==> src/rtl/hsbrgb_pkg.sv <==
// Package for the HSB to RGB LED frame sender.
// Holds the shared colour types, command and colour codes, and conversion constants.
// No dependencies.
package hsbrgb_pkg;

  // Input command codes
  localparam logic CMD_RGB = 1'b0;
  localparam logic CMD_HSB = 1'b1;

  // Colour codes on the result channel, in shift order per LED
  typedef enum logic [1:0] {
    COLOR_BLUE  = 2'd0,
    COLOR_GREEN = 2'd1,
    COLOR_RED   = 2'd2
  } color_t;

  // Three 8-bit channel levels of one colour
  typedef struct packed {
    logic [7:0] blue;
    logic [7:0] green;
    logic [7:0] red;
  } chan_set_t;

  // Hue reduction: q = (hue * HUE_RECIP) >> HUE_RECIP_SHIFT is low by at most one
  localparam int unsigned HUE_MOD         = 765;
  localparam int unsigned HUE_RECIP       = 87724;
  localparam int unsigned HUE_RECIP_SHIFT = 26;

  // Sector bounds and offsets of the three-sector conversion
  localparam int unsigned SECTOR_1 = 255;
  localparam int unsigned SECTOR_2 = 510;
  localparam int signed   OFS_85   = 85;
  localparam int signed   OFS_170  = 170;
  localparam int signed   OFS_340  = 340;
  localparam int signed   OFS_425  = 425;
  localparam int signed   OFS_595  = 595;
  localparam int signed   OFS_680  = 680;

  // Channel base level and saturation limit
  localparam int signed   CHAN_BASE = 10880;
  localparam int unsigned SAT_MAX   = 128;

  // Widths of the result fields
  localparam int unsigned GRAY_W = 12;
  localparam int unsigned SLOT_W = 5;

endpackage

==> src/rtl/hsbrgb_in_if.sv <==
// Input channel interface: one colour command per transfer.
// Valid/ready handshake; no package dependency.
interface hsbrgb_in_if;
  logic        valid;
  logic        ready;
  logic        command;
  logic [7:0]  red;
  logic [7:0]  green;
  logic [7:0]  blue;
  logic [15:0] hue;
  logic [7:0]  saturation;
  logic [7:0]  brightness;

  modport source (output valid, command, red, green, blue, hue, saturation, brightness,
                  input ready);
  modport sink   (input valid, command, red, green, blue, hue, saturation, brightness,
                  output ready);
endinterface

==> src/rtl/hsbrgb_out_if.sv <==
// Result channel interface: one grey-level word per transfer.
// Valid/ready handshake; no package dependency.
interface hsbrgb_out_if;
  logic        valid;
  logic        ready;
  logic [11:0] gray_level;
  logic [4:0]  slot;
  logic [1:0]  color;
  logic        last;

  modport source (output valid, gray_level, slot, color, last, input ready);
  modport sink   (input valid, gray_level, slot, color, last, output ready);
endinterface

==> src/rtl/hsbrgb_front.sv <==
// Front part: accepts colour commands and converts HSB to three 8-bit channels.
// Five-stage pipeline; uses hsbrgb_pkg and hsbrgb_in_if.
module hsbrgb_front (
  input  logic                  clk,
  input  logic                  rst,
  hsbrgb_in_if.sink             item,
  output logic                  q_valid,
  input  logic                  q_ready,
  output hsbrgb_pkg::chan_set_t q_data
);
  import hsbrgb_pkg::*;

  // Channel before brightness: max(CHAN_BASE - sat*off, 0) >> 7
  function automatic logic [7:0] chan_level(input logic [7:0] sat,
                                            input logic signed [10:0] off);
    logic signed [19:0] prod;
    logic signed [19:0] lvl;
    prod = $signed({1'b0, sat}) * off;
    lvl  = 20'(CHAN_BASE) - prod;
    if (lvl < 0) begin
      chan_level = 8'd0;
    end else begin
      chan_level = lvl[14:7];
    end
  endfunction

  logic en;

  // Stage 1 registers: captured command
  logic            v1, cmd1;
  chan_set_t       rgb1;
  logic [15:0]     hue1;
  logic [7:0]      sat1, bri1;
  // Stage 2: hue quotient estimate
  logic            v2, cmd2;
  chan_set_t       rgb2;
  logic [15:0]     hue2;
  logic [7:0]      sat2, bri2;
  logic [6:0]      quot2;
  // Stage 3: reduced hue
  logic            v3, cmd3;
  chan_set_t       rgb3;
  logic [9:0]      h3;
  logic [7:0]      sat3, bri3;
  // Stage 4: unscaled channels
  logic            v4, cmd4;
  chan_set_t       rgb4;
  chan_set_t       lvl4;
  logic [7:0]      bri4;
  // Stage 5: final channels
  logic            v5;
  chan_set_t       out5;

  logic [32:0]        quot_prod;
  logic [16:0]        rem_raw;
  logic [16:0]        rem_fix;
  logic signed [10:0] hs;
  logic signed [10:0] off_r, off_g, off_b;
  logic [16:0]        sc_r, sc_g, sc_b;

  // Advance the whole pipe unless the last stage is blocked by a full queue
  assign en         = !v5 || q_ready;
  assign item.ready = en;
  assign q_valid    = v5;
  assign q_data     = out5;

  // Quotient estimate and remainder correction
  assign quot_prod = 33'(hue1) * 33'(HUE_RECIP);
  assign rem_raw   = 17'(hue2) - 17'(quot2) * 17'(HUE_MOD);
  assign rem_fix   = (rem_raw >= 17'(HUE_MOD)) ? rem_raw - 17'(HUE_MOD) : rem_raw;

  // Sector offsets
  assign hs = $signed({1'b0, h3});
  always_comb begin
    if (h3 < 10'(SECTOR_1)) begin
      off_r = hs - 11'(OFS_170);
      off_g = 11'(OFS_85) - hs;
      off_b = 11'(OFS_85);
    end else if (h3 < 10'(SECTOR_2)) begin
      off_r = 11'(OFS_85);
      off_g = hs - 11'(OFS_425);
      off_b = 11'(OFS_340) - hs;
    end else begin
      off_r = 11'(OFS_595) - hs;
      off_g = 11'(OFS_85);
      off_b = hs - 11'(OFS_680);
    end
  end

  // Brightness scaling
  assign sc_r = ({8'd0, bri4} + 17'd1) * {9'd0, lvl4.red};
  assign sc_g = ({8'd0, bri4} + 17'd1) * {9'd0, lvl4.green};
  assign sc_b = ({8'd0, bri4} + 17'd1) * {9'd0, lvl4.blue};

  // Valid bits
  always_ff @(posedge clk) begin
    if (rst) begin
      v1 <= 1'b0;
      v2 <= 1'b0;
      v3 <= 1'b0;
      v4 <= 1'b0;
      v5 <= 1'b0;
    end else if (en) begin
      v1 <= item.valid;
      v2 <= v1;
      v3 <= v2;
      v4 <= v3;
      v5 <= v4;
    end
  end

  // Payload stages
  always_ff @(posedge clk) begin
    if (en) begin
      cmd1       <= item.command;
      rgb1.red   <= item.red;
      rgb1.green <= item.green;
      rgb1.blue  <= item.blue;
      hue1       <= item.hue;
      sat1       <= (item.saturation > 8'(SAT_MAX)) ? 8'(SAT_MAX) : item.saturation;
      bri1       <= item.brightness;

      cmd2  <= cmd1;
      rgb2  <= rgb1;
      hue2  <= hue1;
      sat2  <= sat1;
      bri2  <= bri1;
      quot2 <= quot_prod[32:26];

      cmd3 <= cmd2;
      rgb3 <= rgb2;
      h3   <= rem_fix[9:0];
      sat3 <= sat2;
      bri3 <= bri2;

      cmd4       <= cmd3;
      rgb4       <= rgb3;
      bri4       <= bri3;
      lvl4.red   <= chan_level(sat3, off_r);
      lvl4.green <= chan_level(sat3, off_g);
      lvl4.blue  <= chan_level(sat3, off_b);

      if (cmd4 == CMD_RGB) begin
        out5 <= rgb4;
      end else begin
        out5.red   <= sc_r[15:8];
        out5.green <= sc_g[15:8];
        out5.blue  <= sc_b[15:8];
      end
    end
  end

endmodule

==> src/rtl/hsbrgb_queue.sv <==
// Two-entry colour queue between the front and back parts.
// Register based; uses hsbrgb_pkg.
module hsbrgb_queue (
  input  logic                  clk,
  input  logic                  rst,
  input  logic                  wr_valid,
  output logic                  wr_ready,
  input  hsbrgb_pkg::chan_set_t wr_data,
  output logic                  rd_valid,
  input  logic                  rd_ready,
  output hsbrgb_pkg::chan_set_t rd_data
);
  import hsbrgb_pkg::*;

  chan_set_t  entry [2];
  logic       wr_ptr, rd_ptr;
  logic [1:0] count;
  logic       push, pop;

  assign wr_ready = (count != 2'd2);
  assign rd_valid = (count != 2'd0);
  assign rd_data  = entry[rd_ptr];
  assign push     = wr_valid && wr_ready;
  assign pop      = rd_valid && rd_ready;

  // Pointers and fill count
  always_ff @(posedge clk) begin
    if (rst) begin
      wr_ptr <= 1'b0;
      rd_ptr <= 1'b0;
      count  <= 2'd0;
    end else begin
      if (push) wr_ptr <= ~wr_ptr;
      if (pop)  rd_ptr <= ~rd_ptr;
      count <= count + 2'(push) - 2'(pop);
    end
  end

  // Store
  always_ff @(posedge clk) begin
    if (push) entry[wr_ptr] <= wr_data;
  end

endmodule

==> src/rtl/hsbrgb_back.sv <==
// Back part: walks a colour's frame slots, one grey-level word per cycle unless stalled.
// Output register on the result channel; uses hsbrgb_pkg and hsbrgb_out_if.
module hsbrgb_back #(
  parameter int LED_COUNT = 8,
  parameter int GRAY_BITS = 12
) (
  input  logic                  clk,
  input  logic                  rst,
  input  logic                  hd_valid,
  output logic                  hd_ready,
  input  hsbrgb_pkg::chan_set_t hd_data,
  hsbrgb_out_if.source          result
);
  import hsbrgb_pkg::*;

  localparam int NWORDS     = 3 * LED_COUNT;
  localparam int GRAY_SHIFT = GRAY_BITS - 8;

  logic [SLOT_W-1:0] cnt;
  color_t            col;
  logic              load, at_end;
  logic [7:0]        lvl;
  logic [23:0]       wide;

  logic              o_valid;
  logic [GRAY_W-1:0] o_gray;
  logic [SLOT_W-1:0] o_slot;
  color_t            o_color;
  logic              o_last;

  assign load     = hd_valid && (!o_valid || result.ready);
  assign at_end   = (cnt == SLOT_W'(NWORDS - 1));
  assign hd_ready = load && at_end;

  // Pick the channel for this slot and widen it
  always_comb begin
    case (col)
      COLOR_BLUE:  lvl = hd_data.blue;
      COLOR_GREEN: lvl = hd_data.green;
      COLOR_RED:   lvl = hd_data.red;
      default:     lvl = 8'd0;
    endcase
  end
  assign wide = {16'd0, lvl} << GRAY_SHIFT;

  // Slot and colour counters
  always_ff @(posedge clk) begin
    if (rst) begin
      cnt <= '0;
      col <= COLOR_BLUE;
    end else if (load) begin
      if (at_end) begin
        cnt <= '0;
        col <= COLOR_BLUE;
      end else begin
        cnt <= cnt + SLOT_W'(1);
        case (col)
          COLOR_BLUE:  col <= COLOR_GREEN;
          COLOR_GREEN: col <= COLOR_RED;
          default:     col <= COLOR_BLUE;
        endcase
      end
    end
  end

  // Output register
  always_ff @(posedge clk) begin
    if (rst) begin
      o_valid <= 1'b0;
    end else if (load) begin
      o_valid <= 1'b1;
    end else if (result.ready) begin
      o_valid <= 1'b0;
    end
  end

  always_ff @(posedge clk) begin
    if (load) begin
      o_gray  <= wide[GRAY_W-1:0];
      o_slot  <= cnt;
      o_color <= col;
      o_last  <= at_end;
    end
  end

  assign result.valid      = o_valid;
  assign result.gray_level = o_gray;
  assign result.slot       = o_slot;
  assign result.color      = o_color;
  assign result.last       = o_last;

endmodule

==> src/rtl/hsb_to_rgb_led_frame_sender.sv <==
// Channel  Dir  Payload                                            Role
// item     in   command, red, green, blue, hue, saturation, bri.   one colour per transfer
// result   out  gray_level, slot, color, last                      3*LED_COUNT words per colour
//
// Each colour gives 3*LED_COUNT words, one per cycle while result is ready, a rate set by the
// single word path of the back part. The front pipe is five stages deep for both commands;
// with nothing queued ahead, the first word is offered once the colour has passed the five
// front stages, the queue write and then the output register.
// Reset (rst, synchronous) clears all valid bits, the queue and the slot counter.
// A stall on result holds the current word; the front keeps taking colours until the queue is
// full and its last stage holds a colour, then the whole front pipe holds.
// Depends on hsbrgb_pkg, hsbrgb_in_if, hsbrgb_out_if, hsbrgb_front, hsbrgb_queue, hsbrgb_back.
module hsb_to_rgb_led_frame_sender #(
  parameter int LED_COUNT = 8,
  parameter int GRAY_BITS = 12
) (
  input  logic         clk,
  input  logic         rst,
  hsbrgb_in_if.sink    item,
  hsbrgb_out_if.source result
);
  import hsbrgb_pkg::*;

  logic      f_valid, f_ready;
  chan_set_t f_data;
  logic      h_valid, h_ready;
  chan_set_t h_data;

  hsbrgb_front u_front (
    .clk     (clk),
    .rst     (rst),
    .item    (item),
    .q_valid (f_valid),
    .q_ready (f_ready),
    .q_data  (f_data)
  );

  hsbrgb_queue u_queue (
    .clk      (clk),
    .rst      (rst),
    .wr_valid (f_valid),
    .wr_ready (f_ready),
    .wr_data  (f_data),
    .rd_valid (h_valid),
    .rd_ready (h_ready),
    .rd_data  (h_data)
  );

  hsbrgb_back #(
    .LED_COUNT (LED_COUNT),
    .GRAY_BITS (GRAY_BITS)
  ) u_back (
    .clk      (clk),
    .rst      (rst),
    .hd_valid (h_valid),
    .hd_ready (h_ready),
    .hd_data  (h_data),
    .result   (result)
  );

`ifndef NO_ASSERTIONS
  // The frame ends on a red word
  a_last_red: assert property (@(posedge clk) disable iff (rst)
    (result.valid && result.last) |-> (result.color == COLOR_RED))
    else $error("last word is not red");

  // A frame starts on a blue word
  a_first_blue: assert property (@(posedge clk) disable iff (rst)
    (result.valid && result.slot == '0) |-> (result.color == COLOR_BLUE))
    else $error("slot zero is not blue");

  // Within a frame the next word follows at once with the next slot
  a_slot_step: assert property (@(posedge clk) disable iff (rst)
    (result.valid && result.ready && !result.last)
      |=> (result.valid && result.slot == $past(result.slot) + 5'd1))
    else $error("frame word missing or out of order");

  // The queue head is only released on the final word of a frame
  a_pop_last: assert property (@(posedge clk) disable iff (rst)
    (h_valid && h_ready) |=> (result.valid && result.last))
    else $error("colour released before its last word");
`endif

endmodule

==> src/flat_wrapper.sv <==
// flat-port wrapper written by rule: the top's interface ports become plain ports
module hsb_to_rgb_led_frame_sender_flat import hsbrgb_pkg::*;
#(
  parameter int LED_COUNT = 8,
  parameter int GRAY_BITS = 12
)
  (clk, rst, item_valid, item_command, item_red, item_green, item_blue, item_hue, item_saturation, item_brightness, item_ready, result_valid, result_gray_level, result_slot, result_color, result_last, result_ready);
  hsbrgb_in_if item_i ();
  hsbrgb_out_if result_i ();
  input  logic clk;
  input  logic rst;
  input wire logic [$bits(item_i.valid)-1:0] item_valid;
  input wire logic [$bits(item_i.command)-1:0] item_command;
  input wire logic [$bits(item_i.red)-1:0] item_red;
  input wire logic [$bits(item_i.green)-1:0] item_green;
  input wire logic [$bits(item_i.blue)-1:0] item_blue;
  input wire logic [$bits(item_i.hue)-1:0] item_hue;
  input wire logic [$bits(item_i.saturation)-1:0] item_saturation;
  input wire logic [$bits(item_i.brightness)-1:0] item_brightness;
  output wire logic [$bits(item_i.ready)-1:0] item_ready;
  output wire logic [$bits(result_i.valid)-1:0] result_valid;
  output wire logic [$bits(result_i.gray_level)-1:0] result_gray_level;
  output wire logic [$bits(result_i.slot)-1:0] result_slot;
  output wire logic [$bits(result_i.color)-1:0] result_color;
  output wire logic [$bits(result_i.last)-1:0] result_last;
  input wire logic [$bits(result_i.ready)-1:0] result_ready;
  assign item_i.valid = item_valid;
  assign item_i.command = item_command;
  assign item_i.red = item_red;
  assign item_i.green = item_green;
  assign item_i.blue = item_blue;
  assign item_i.hue = item_hue;
  assign item_i.saturation = item_saturation;
  assign item_i.brightness = item_brightness;
  assign item_ready = item_i.ready;
  assign result_valid = result_i.valid;
  assign result_gray_level = result_i.gray_level;
  assign result_slot = result_i.slot;
  assign result_color = result_i.color;
  assign result_last = result_i.last;
  assign result_i.ready = result_ready;
  hsb_to_rgb_led_frame_sender #(.LED_COUNT(LED_COUNT), .GRAY_BITS(GRAY_BITS)) u_core (.clk(clk), .rst(rst), .item(item_i), .result(result_i));
endmodule
==> config.mk <==
export PLATFORM = sky130hd
export DESIGN_NAME = hsb_to_rgb_led_frame_sender_flat
export DESIGN_NICKNAME = d
export VERILOG_FILES = /design/src/rtl/hsbrgb_pkg.sv /design/src/rtl/hsbrgb_in_if.sv /design/src/rtl/hsbrgb_out_if.sv /design/src/rtl/hsbrgb_front.sv /design/src/rtl/hsbrgb_queue.sv /design/src/rtl/hsbrgb_back.sv /design/src/rtl/hsb_to_rgb_led_frame_sender.sv /design/src/flat_wrapper.sv
export SDC_FILE = /design/constraint.sdc
export NUM_CORES = 2
export LEC_CHECK = 0
export BUFFER_PORTS_ARGS = -buffer_cell sky130_fd_sc_hd__buf_4
export CELL_PAD_IN_SITES_DETAIL_PLACEMENT = 1
export CELL_PAD_IN_SITES_GLOBAL_PLACEMENT = 2
export CORE_MARGIN = 1
export CORE_UTILIZATION = 40
export CTS_BUF_LIST = sky130_fd_sc_hd__clkbuf_16
export DETAILED_ROUTE_END_ITERATION = 10
export HOLD_SLACK_MARGIN = 0.1
export PLACE_DENSITY = 0.87
export SLEW_MARGIN = 20
export SYNTH_ARGS = -nofsm -noshare
export SYNTH_HDL_FRONTEND = slang
export SYNTH_HIERARCHICAL = 1
export SYNTH_SLANG_ARGS = --single-unit
export TNS_END_PERCENT = 1
==> constraint.sdc <==
create_clock -name clk -period 11.89 [get_ports clk]
set_input_delay 1.189 -clock clk [delete_from_list [all_inputs] [get_ports clk]]
set_output_delay 1.189 -clock clk [all_outputs]
set_load 0.05 [all_outputs]
# == Word level (Yosys, flattened, before mapping) ==
# Memories as Yosys holds them, arrays and structs flattened. A register that Yosys moved wholly into a read port is not among the register bits.
# Cells that the tools add are included.
# totals
mem_bits_rw,48
mem_count,1
wordCells,114
register_bits,286
# op_classes
n_bitwise,2
n_mux,18
add_sub_neg,15
multipliers,8
magnitude_cmp,7
n_eq_ne,4
reduce_logical,11
# memory_table
memory,depth,word_bits,read_ports,rd_clocked_by_memory_dff,wr,line,text
u_core.u_queue.entry,2,24,1,1,1,hsbrgb_queue.sv:15,chan_set_t entry [2];
# ops
cell,n
2-to-1 mux 11 bit,6
"less-than comparator 20 x 1 -> 1 bit, second input constant",3
multiplier 9 x 11 -> 20 bit,3
"subtractor 15 x 20 -> 20 bit, first input constant",3
multiplier 17 x 8 -> 16 bit,2
"multiplier 16 x 15 -> 31 bit, second input constant",1
2-to-1 mux 24 bit,1
one-hot mux 8 bit (3 select lines),1
">= comparator 17 x 10 -> 1 bit, second input constant",1
"multiplier 7 x 10 -> 17 bit, second input constant",1
subtractor 16 x 17 -> 17 bit,1
multiplier 9 x 8 -> 16 bit,1
"subtractor 10 x 10 -> 11 bit, first input constant",1
"subtractor 10 x 10 -> 11 bit, second input constant",1
"subtractor 10 x 8 -> 11 bit, second input constant",1
"subtractor 10 x 9 -> 11 bit, second input constant",1
"subtractor 7 x 10 -> 11 bit, first input constant",1
"subtractor 9 x 10 -> 11 bit, first input constant",1
"less-than comparator 10 x 8 -> 1 bit, second input constant",1
"less-than comparator 10 x 9 -> 1 bit, second input constant",1
2-to-1 mux 10 bit,1
"subtractor 10 bit, second input constant",1
"adder 8 x 1 -> 9 bit, second input constant",1
"greater-than comparator 8 bit, second input constant",1
17 further kinds,29

# == Depth between registers and ports, before layout ==
# depth
depth_word,7
depth_mapped,30

# == Hierarchy ==
# The synthesis kept the hierarchy.
# by_module_without_submodules
mod,area_per_inst_um2,seq_area_each_um2,cells_each,instances
hsbrgb_front,32645.1,7697.4,3167,1
hsbrgb_queue,2058.2,1541.5,99,1
hsbrgb_back,1078.5,640.6,93,1

# == Least setup slack after synthesis ==
# No wires, ideal clock.
# synth_timing
path_type,flip-flop to output port
startpoint,reg u_core.u_queue.count[0]
endpoint,out item_ready
setup_slack_ns,2.700
path_stages_with_launch,4
arrival_ns,8.001
required_ns,10.701
cell_sequence,dfxtp_1 > nand2b_2 > nand2b_1 > clkbuf_1
# synth_via
elab_chain_cells,2
# synth_rtl
item,line,text
"start, declared",hsbrgb_queue.sv:17,logic [1:0] count;
"start signal, assigned",hsbrgb_queue.sv:35,count <= count + 2'(push) - 2'(pop);
!= test 2 bit,hsbrgb_queue.sv:20,assign wr_ready = (count != 2'd2);
named net u_core.f_ready,hsb_to_rgb_led_frame_sender.sv:24,"logic f_valid, f_ready;"
logical OR 1 bit,hsbrgb_front.sv:62,assign en = !v5 || q_ready;
"end, declared",flat_wrapper.sv:20,output wire logic [$bits(item_i.ready)-1:0] item_ready;
# The timed path passes the listed nets, and every way through them passes these cells.

# == Final worst setup path ==
# layout_timing
startpoint,reg u_core.u_front.h3[3]
endpoint,"reg u_core/u_front/lvl4[3] in the netlist's numbering, data pin"
# layout_via
elab_chain_cells,6
elab_cells_between_ends,9
# layout_rtl
item,line,text
"start, declared",hsbrgb_front.sv:43,logic [9:0] h3;
"start signal, assigned",hsbrgb_front.sv:132,h3 <= rem_fix[9:0];
subtractor 10 x 10 -> 11 bit / less-than comparator 10 x 9 -> 1 bit (equally long branches),"hsbrgb_front.sv:84, hsbrgb_front.sv:79",
2-to-1 mux 11 bit,hsbrgb_front.sv:79,end else if (h3 < 10'(SECTOR_2)) begin
2-to-1 mux 11 bit (*),hsbrgb_front.sv:75,if (h3 < 10'(SECTOR_1)) begin
multiplier 9 x 11 -> 20 bit (*),hsbrgb_front.sv:18,"prod = $signed({1'b0, sat}) * off;"
subtractor 15 x 20 -> 20 bit (*),hsbrgb_front.sv:19,lvl = 20'(CHAN_BASE) - prod;
less-than comparator 20 x 1 -> 1 bit,hsbrgb_front.sv:20,if (lvl < 0) begin
"end, declared",hsbrgb_front.sv:48,chan_set_t lvl4;
# Every way passes the cells marked *; elsewhere a longest branch is shown, timed or not.
# A chain may end at the register's enable or synchronous reset.

==> results.md <==
* P&R area growth vs syn at 8.50%
* Reg2reg setup slack at about 4000 ps
* Share of layout cells above drive strength 1 at 6.44%
* Yosys cell types at 85
* Crit start category: register
* R2R depth at 24
* GRT Util Overall at 18.6%
* Root Driver: clkbuf_16
* Share of the yosys chip area belonging to registers at 27.6%
* Setup bufs post-CTS at 0
* Area occupied by multi-input gates at 22600 sq um
* Hold_ws at 416 ps
* Hold Crit Class: reg -> reg
* GRT overflow at 0
* Clk sinks at 335
* Worst setup margin at 4020 ps
* Synth Cell Area at 35800 sq um
* First-pass GRT wire length at 134 mm
* TritonCTS Buffers at 39
* Final setup TNS at 0 ps
* Setup violators final at 0
* Drt wl/cell at 17.7 um
* Routability cong. at slightly above 0.8
* Design Area, Final at 38800 sq um
* RSZ-0062 raised after global routing: false
* Worst r2r dst: u_core/u_front/lvl4[3]
* PortBufs at 78
* Number of synthesized register bits at about 340
* Hold buffers post-CTS at 0
* Sequential cell area at 9880 sq um
* Initial Util at 40.4%
* Post-route ant nets at 0
* Syn Area/Cell at 10.7 sq um
* CP required at about 12000 ps
* Hold Vio Cnt, Final at 0
* Iteration-0 DRC Markers at 846
* Asr flop ratio synth at 0%
* Max-cap violations at 0
* CTS tree: built
* EDFF count, synth at 317
* Fin. max-slew vios at 0
* Die height at around 300 um
* Pre-CTS WS at about 4000 ps
* Fin nets at 4383
* Synth warnings at 6
* Die ar. at approximately 91000 sq um
* DR vias/cell at 4.97
* Status: finished, violations left
* # rows at around 110
* Die X at 301 um
* Crit path capture: u_core/u_front/lvl4[3]
* Clock slew at reported path FFs at ~60 ps
* Ys flop type: edfxtp_1
* Worst-Margin Slew at approximately 1000 ps
* H-tree depth at 2
* Setup crit end kind: register
* Min cycle time layout at 7870 ps
* Rel. slew slack at 32.8%
* Post-DP HPWL at between 60 and 70 mm
* CTS max path bufs at 3
* Final wirelength at 81.2 mm
* Failing checks: DRC
* Antenna cells at 0
* DRT Pass-1 Iters at 8
* Vias in the first global route at 26000
* Synthesized instance count at 3359
* Period utilization at ~66%
* Worst endpoint data arrival time at between 8000 and 9000 ps
* Worst r2r src: u_core/u_front/h3[3]
* Setup CP Type: reg -> reg
* Crit path from: u_core/u_front/h3[3]
* Dpl cell area at 37700 sq um
* Resize count post-CTS at 0
* # fillers at around 9700
* Max Clock Skew at 18.4 ps
* Crit path max fanout at 18
* Core Area at 88500 sq um
* Pin count of the biggest net entering global routing at 71
* Clk_lat worst skew at slightly below 600 ps
* Remaining DRCs at 11
* Initial antenna violation count at 0
* Via count at around 23000
* Ports at 83
* Maximum clock rate at 127 MHz
-- cell usage after synthesis (all sizes together) (5+ instances only) --
cell	count	area share, %
nand3	23	0.32
nor2b	63	1.1
a31oi	20	0.35
nand2b	24	0.43
mux2	42	1.5
o31ai	12	0.27
edfxtp	317	27
o21ai	75	1.0
o211ai	5	0.10
nor3	23	0.32
xnor2	86	2.1
a311oi	5	0.12
or3	12	0.21
a21oi	72	1.0
or2	5	0.087
inv	774	8.1
mux2i	15	0.42
and2	239	4.2
a41oi	6	0.19
and3	15	0.28
a211o	6	0.15
xor2	23	0.56
o22ai	7	0.12
ha	445	16
fa	465	26
a21boi	5	0.10
o21bai	10	0.21
buf	20	0.43
nand4	11	0.19
o21a	13	0.28
a21o	26	0.55
dfxtp	18	1.0
nor2	74	0.78
clkbuf	76	0.80
a211oi	9	0.19
nand2	257	2.7
-- registers in the layout, summed over array words and instances (netlist names), 7 cells and up, named ones only --
name,count
u_core/u_back/result.gray_level,8
u_core/u_front/bri1,8
u_core/u_front/bri2,8
u_core/u_front/bri3,8
u_core/u_front/bri4,8
u_core/u_front/h3,10
u_core/u_front/hue1,16
u_core/u_front/hue2,16
u_core/u_front/lvl4,24
u_core/u_front/q_data,24
u_core/u_front/quot2,7
u_core/u_front/rgb1,24
u_core/u_front/rgb2,24
u_core/u_front/rgb3,24
u_core/u_front/rgb4,24
u_core/u_front/sat1,8
u_core/u_front/sat2,8
u_core/u_front/sat3,8
u_core/u_queue/entry,48
-- area by class of cell --
| type | instances | share of cell area, % |
|---|---|---|
| sequential | 335 | 25.4 |
| clock buffer | 39 | 2.51 |
| tap | 1165 | 3.75 |
| inverter | 774 | 7.48 |
| multi-input combinational | 2157 | 58.3 |
| timing repair buffer | 105 | 2.03 |
| clock inverter | 24 | 0.506 |
-- cells in the final DEF (no fill, tap or decap), types with 5 or more instances in the layout --
cell / n
a21oi_1: 71
buf_4: 105
nand3_1: 23
a211oi_1: 9
clkinv_1: 7
mux2_2: 17
a21o_1: 26
fa_1: 465
nand4_1: 11
mux2_4: 21
edfxtp_1: 317
o21ai_0: 68
nand2_1: 256
and2_1: 239
nor2b_1: 62
o22ai_1: 7
mux2i_1: 15
o21a_1: 12
and3_1: 13
o211ai_1: 5
o21bai_1: 10
nor2_1: 73
o31ai_1: 11
dfxtp_1: 18
or3_1: 12
ha_1: 445
a211o_1: 6
nor3_1: 23
a31oi_1: 20
xnor2_1: 82
inv_1: 778
o21ai_1: 7
xor2_1: 23
clkbuf_16: 39
clkinv_2: 6
nand2b_1: 21
-- critical path, cell delays in order (launching register included) --
cell and delay (ps):
edfxtp_1 570, ha_1 300, and4_4 230, a41oi_2 790, o21ai_0 230, nand2_1 110, o21ai_0 80, nand2_1 100
o21ai_0 320, and2_1 330, fa_1 540, inv_1 60, fa_1 400, fa_1 480, fa_1 540, inv_1 50
fa_1 530, inv_1 40, ha_1 300, inv_1 80, o32ai_1 570, o31ai_2 160, o31ai_1 390, xnor2_2 210
nor4b_1 260
-- layer usage --
metal / track usage [%] / vias to the layer above / routed length [um]
li1: - / 10800 / -
met1: 22.3 / 11800 / 34500
met2: 34.9 / 259 / 43000
met3: 2.08 / 107 / 1970
met4: 4.69 / 0 / 1720
met5: 0 / - / 0
-- logic make-up (layout without fill, tap and decap cells) --
logic type	after synthesis	after routing	synth area share [%]
compound gates	312	312	5.73
fa+ha+maj	910	910	41.6
mux	57	57	1.96
buf+inv	870	942	9.34
other cells	1	4	0.0105
flops	335	335	27.6
xor+xnor	109	109	2.69
simple gates	765	765	11.1
-- worst min-delay path by stage --
stage                            startpoint                       to  slack (ps)  cells after the start
floorplan            u_core/u_front/bri1[0]   u_core/u_front/bri2[0]         400                      0
global placement     u_core/u_front/bri1[2]   u_core/u_front/bri2[2]         400                      0
detailed placement  u_core/u_front/rgb3[23]  u_core/u_front/rgb4[23]         410                      0
CTS                  u_core/u_front/rgb2[5]   u_core/u_front/rgb3[5]         420                      0
global route         u_core/u_front/rgb1[5]   u_core/u_front/rgb2[5]         420                      0
finish              u_core/u_front/rgb1[18]  u_core/u_front/rgb2[18]         420                      0
-- per-stage QoR --
stage	util, %	cells
global placement	42.5	4536
floorplan	-	3362
finish	43.9	4599
detailed placement	42.5	4536
CTS	43.9	4599
global route	43.9	4599
Power is left out: the tool's default activity adds up to more than one toggle a clock period on the data nets, which glitch-free logic cannot reach.
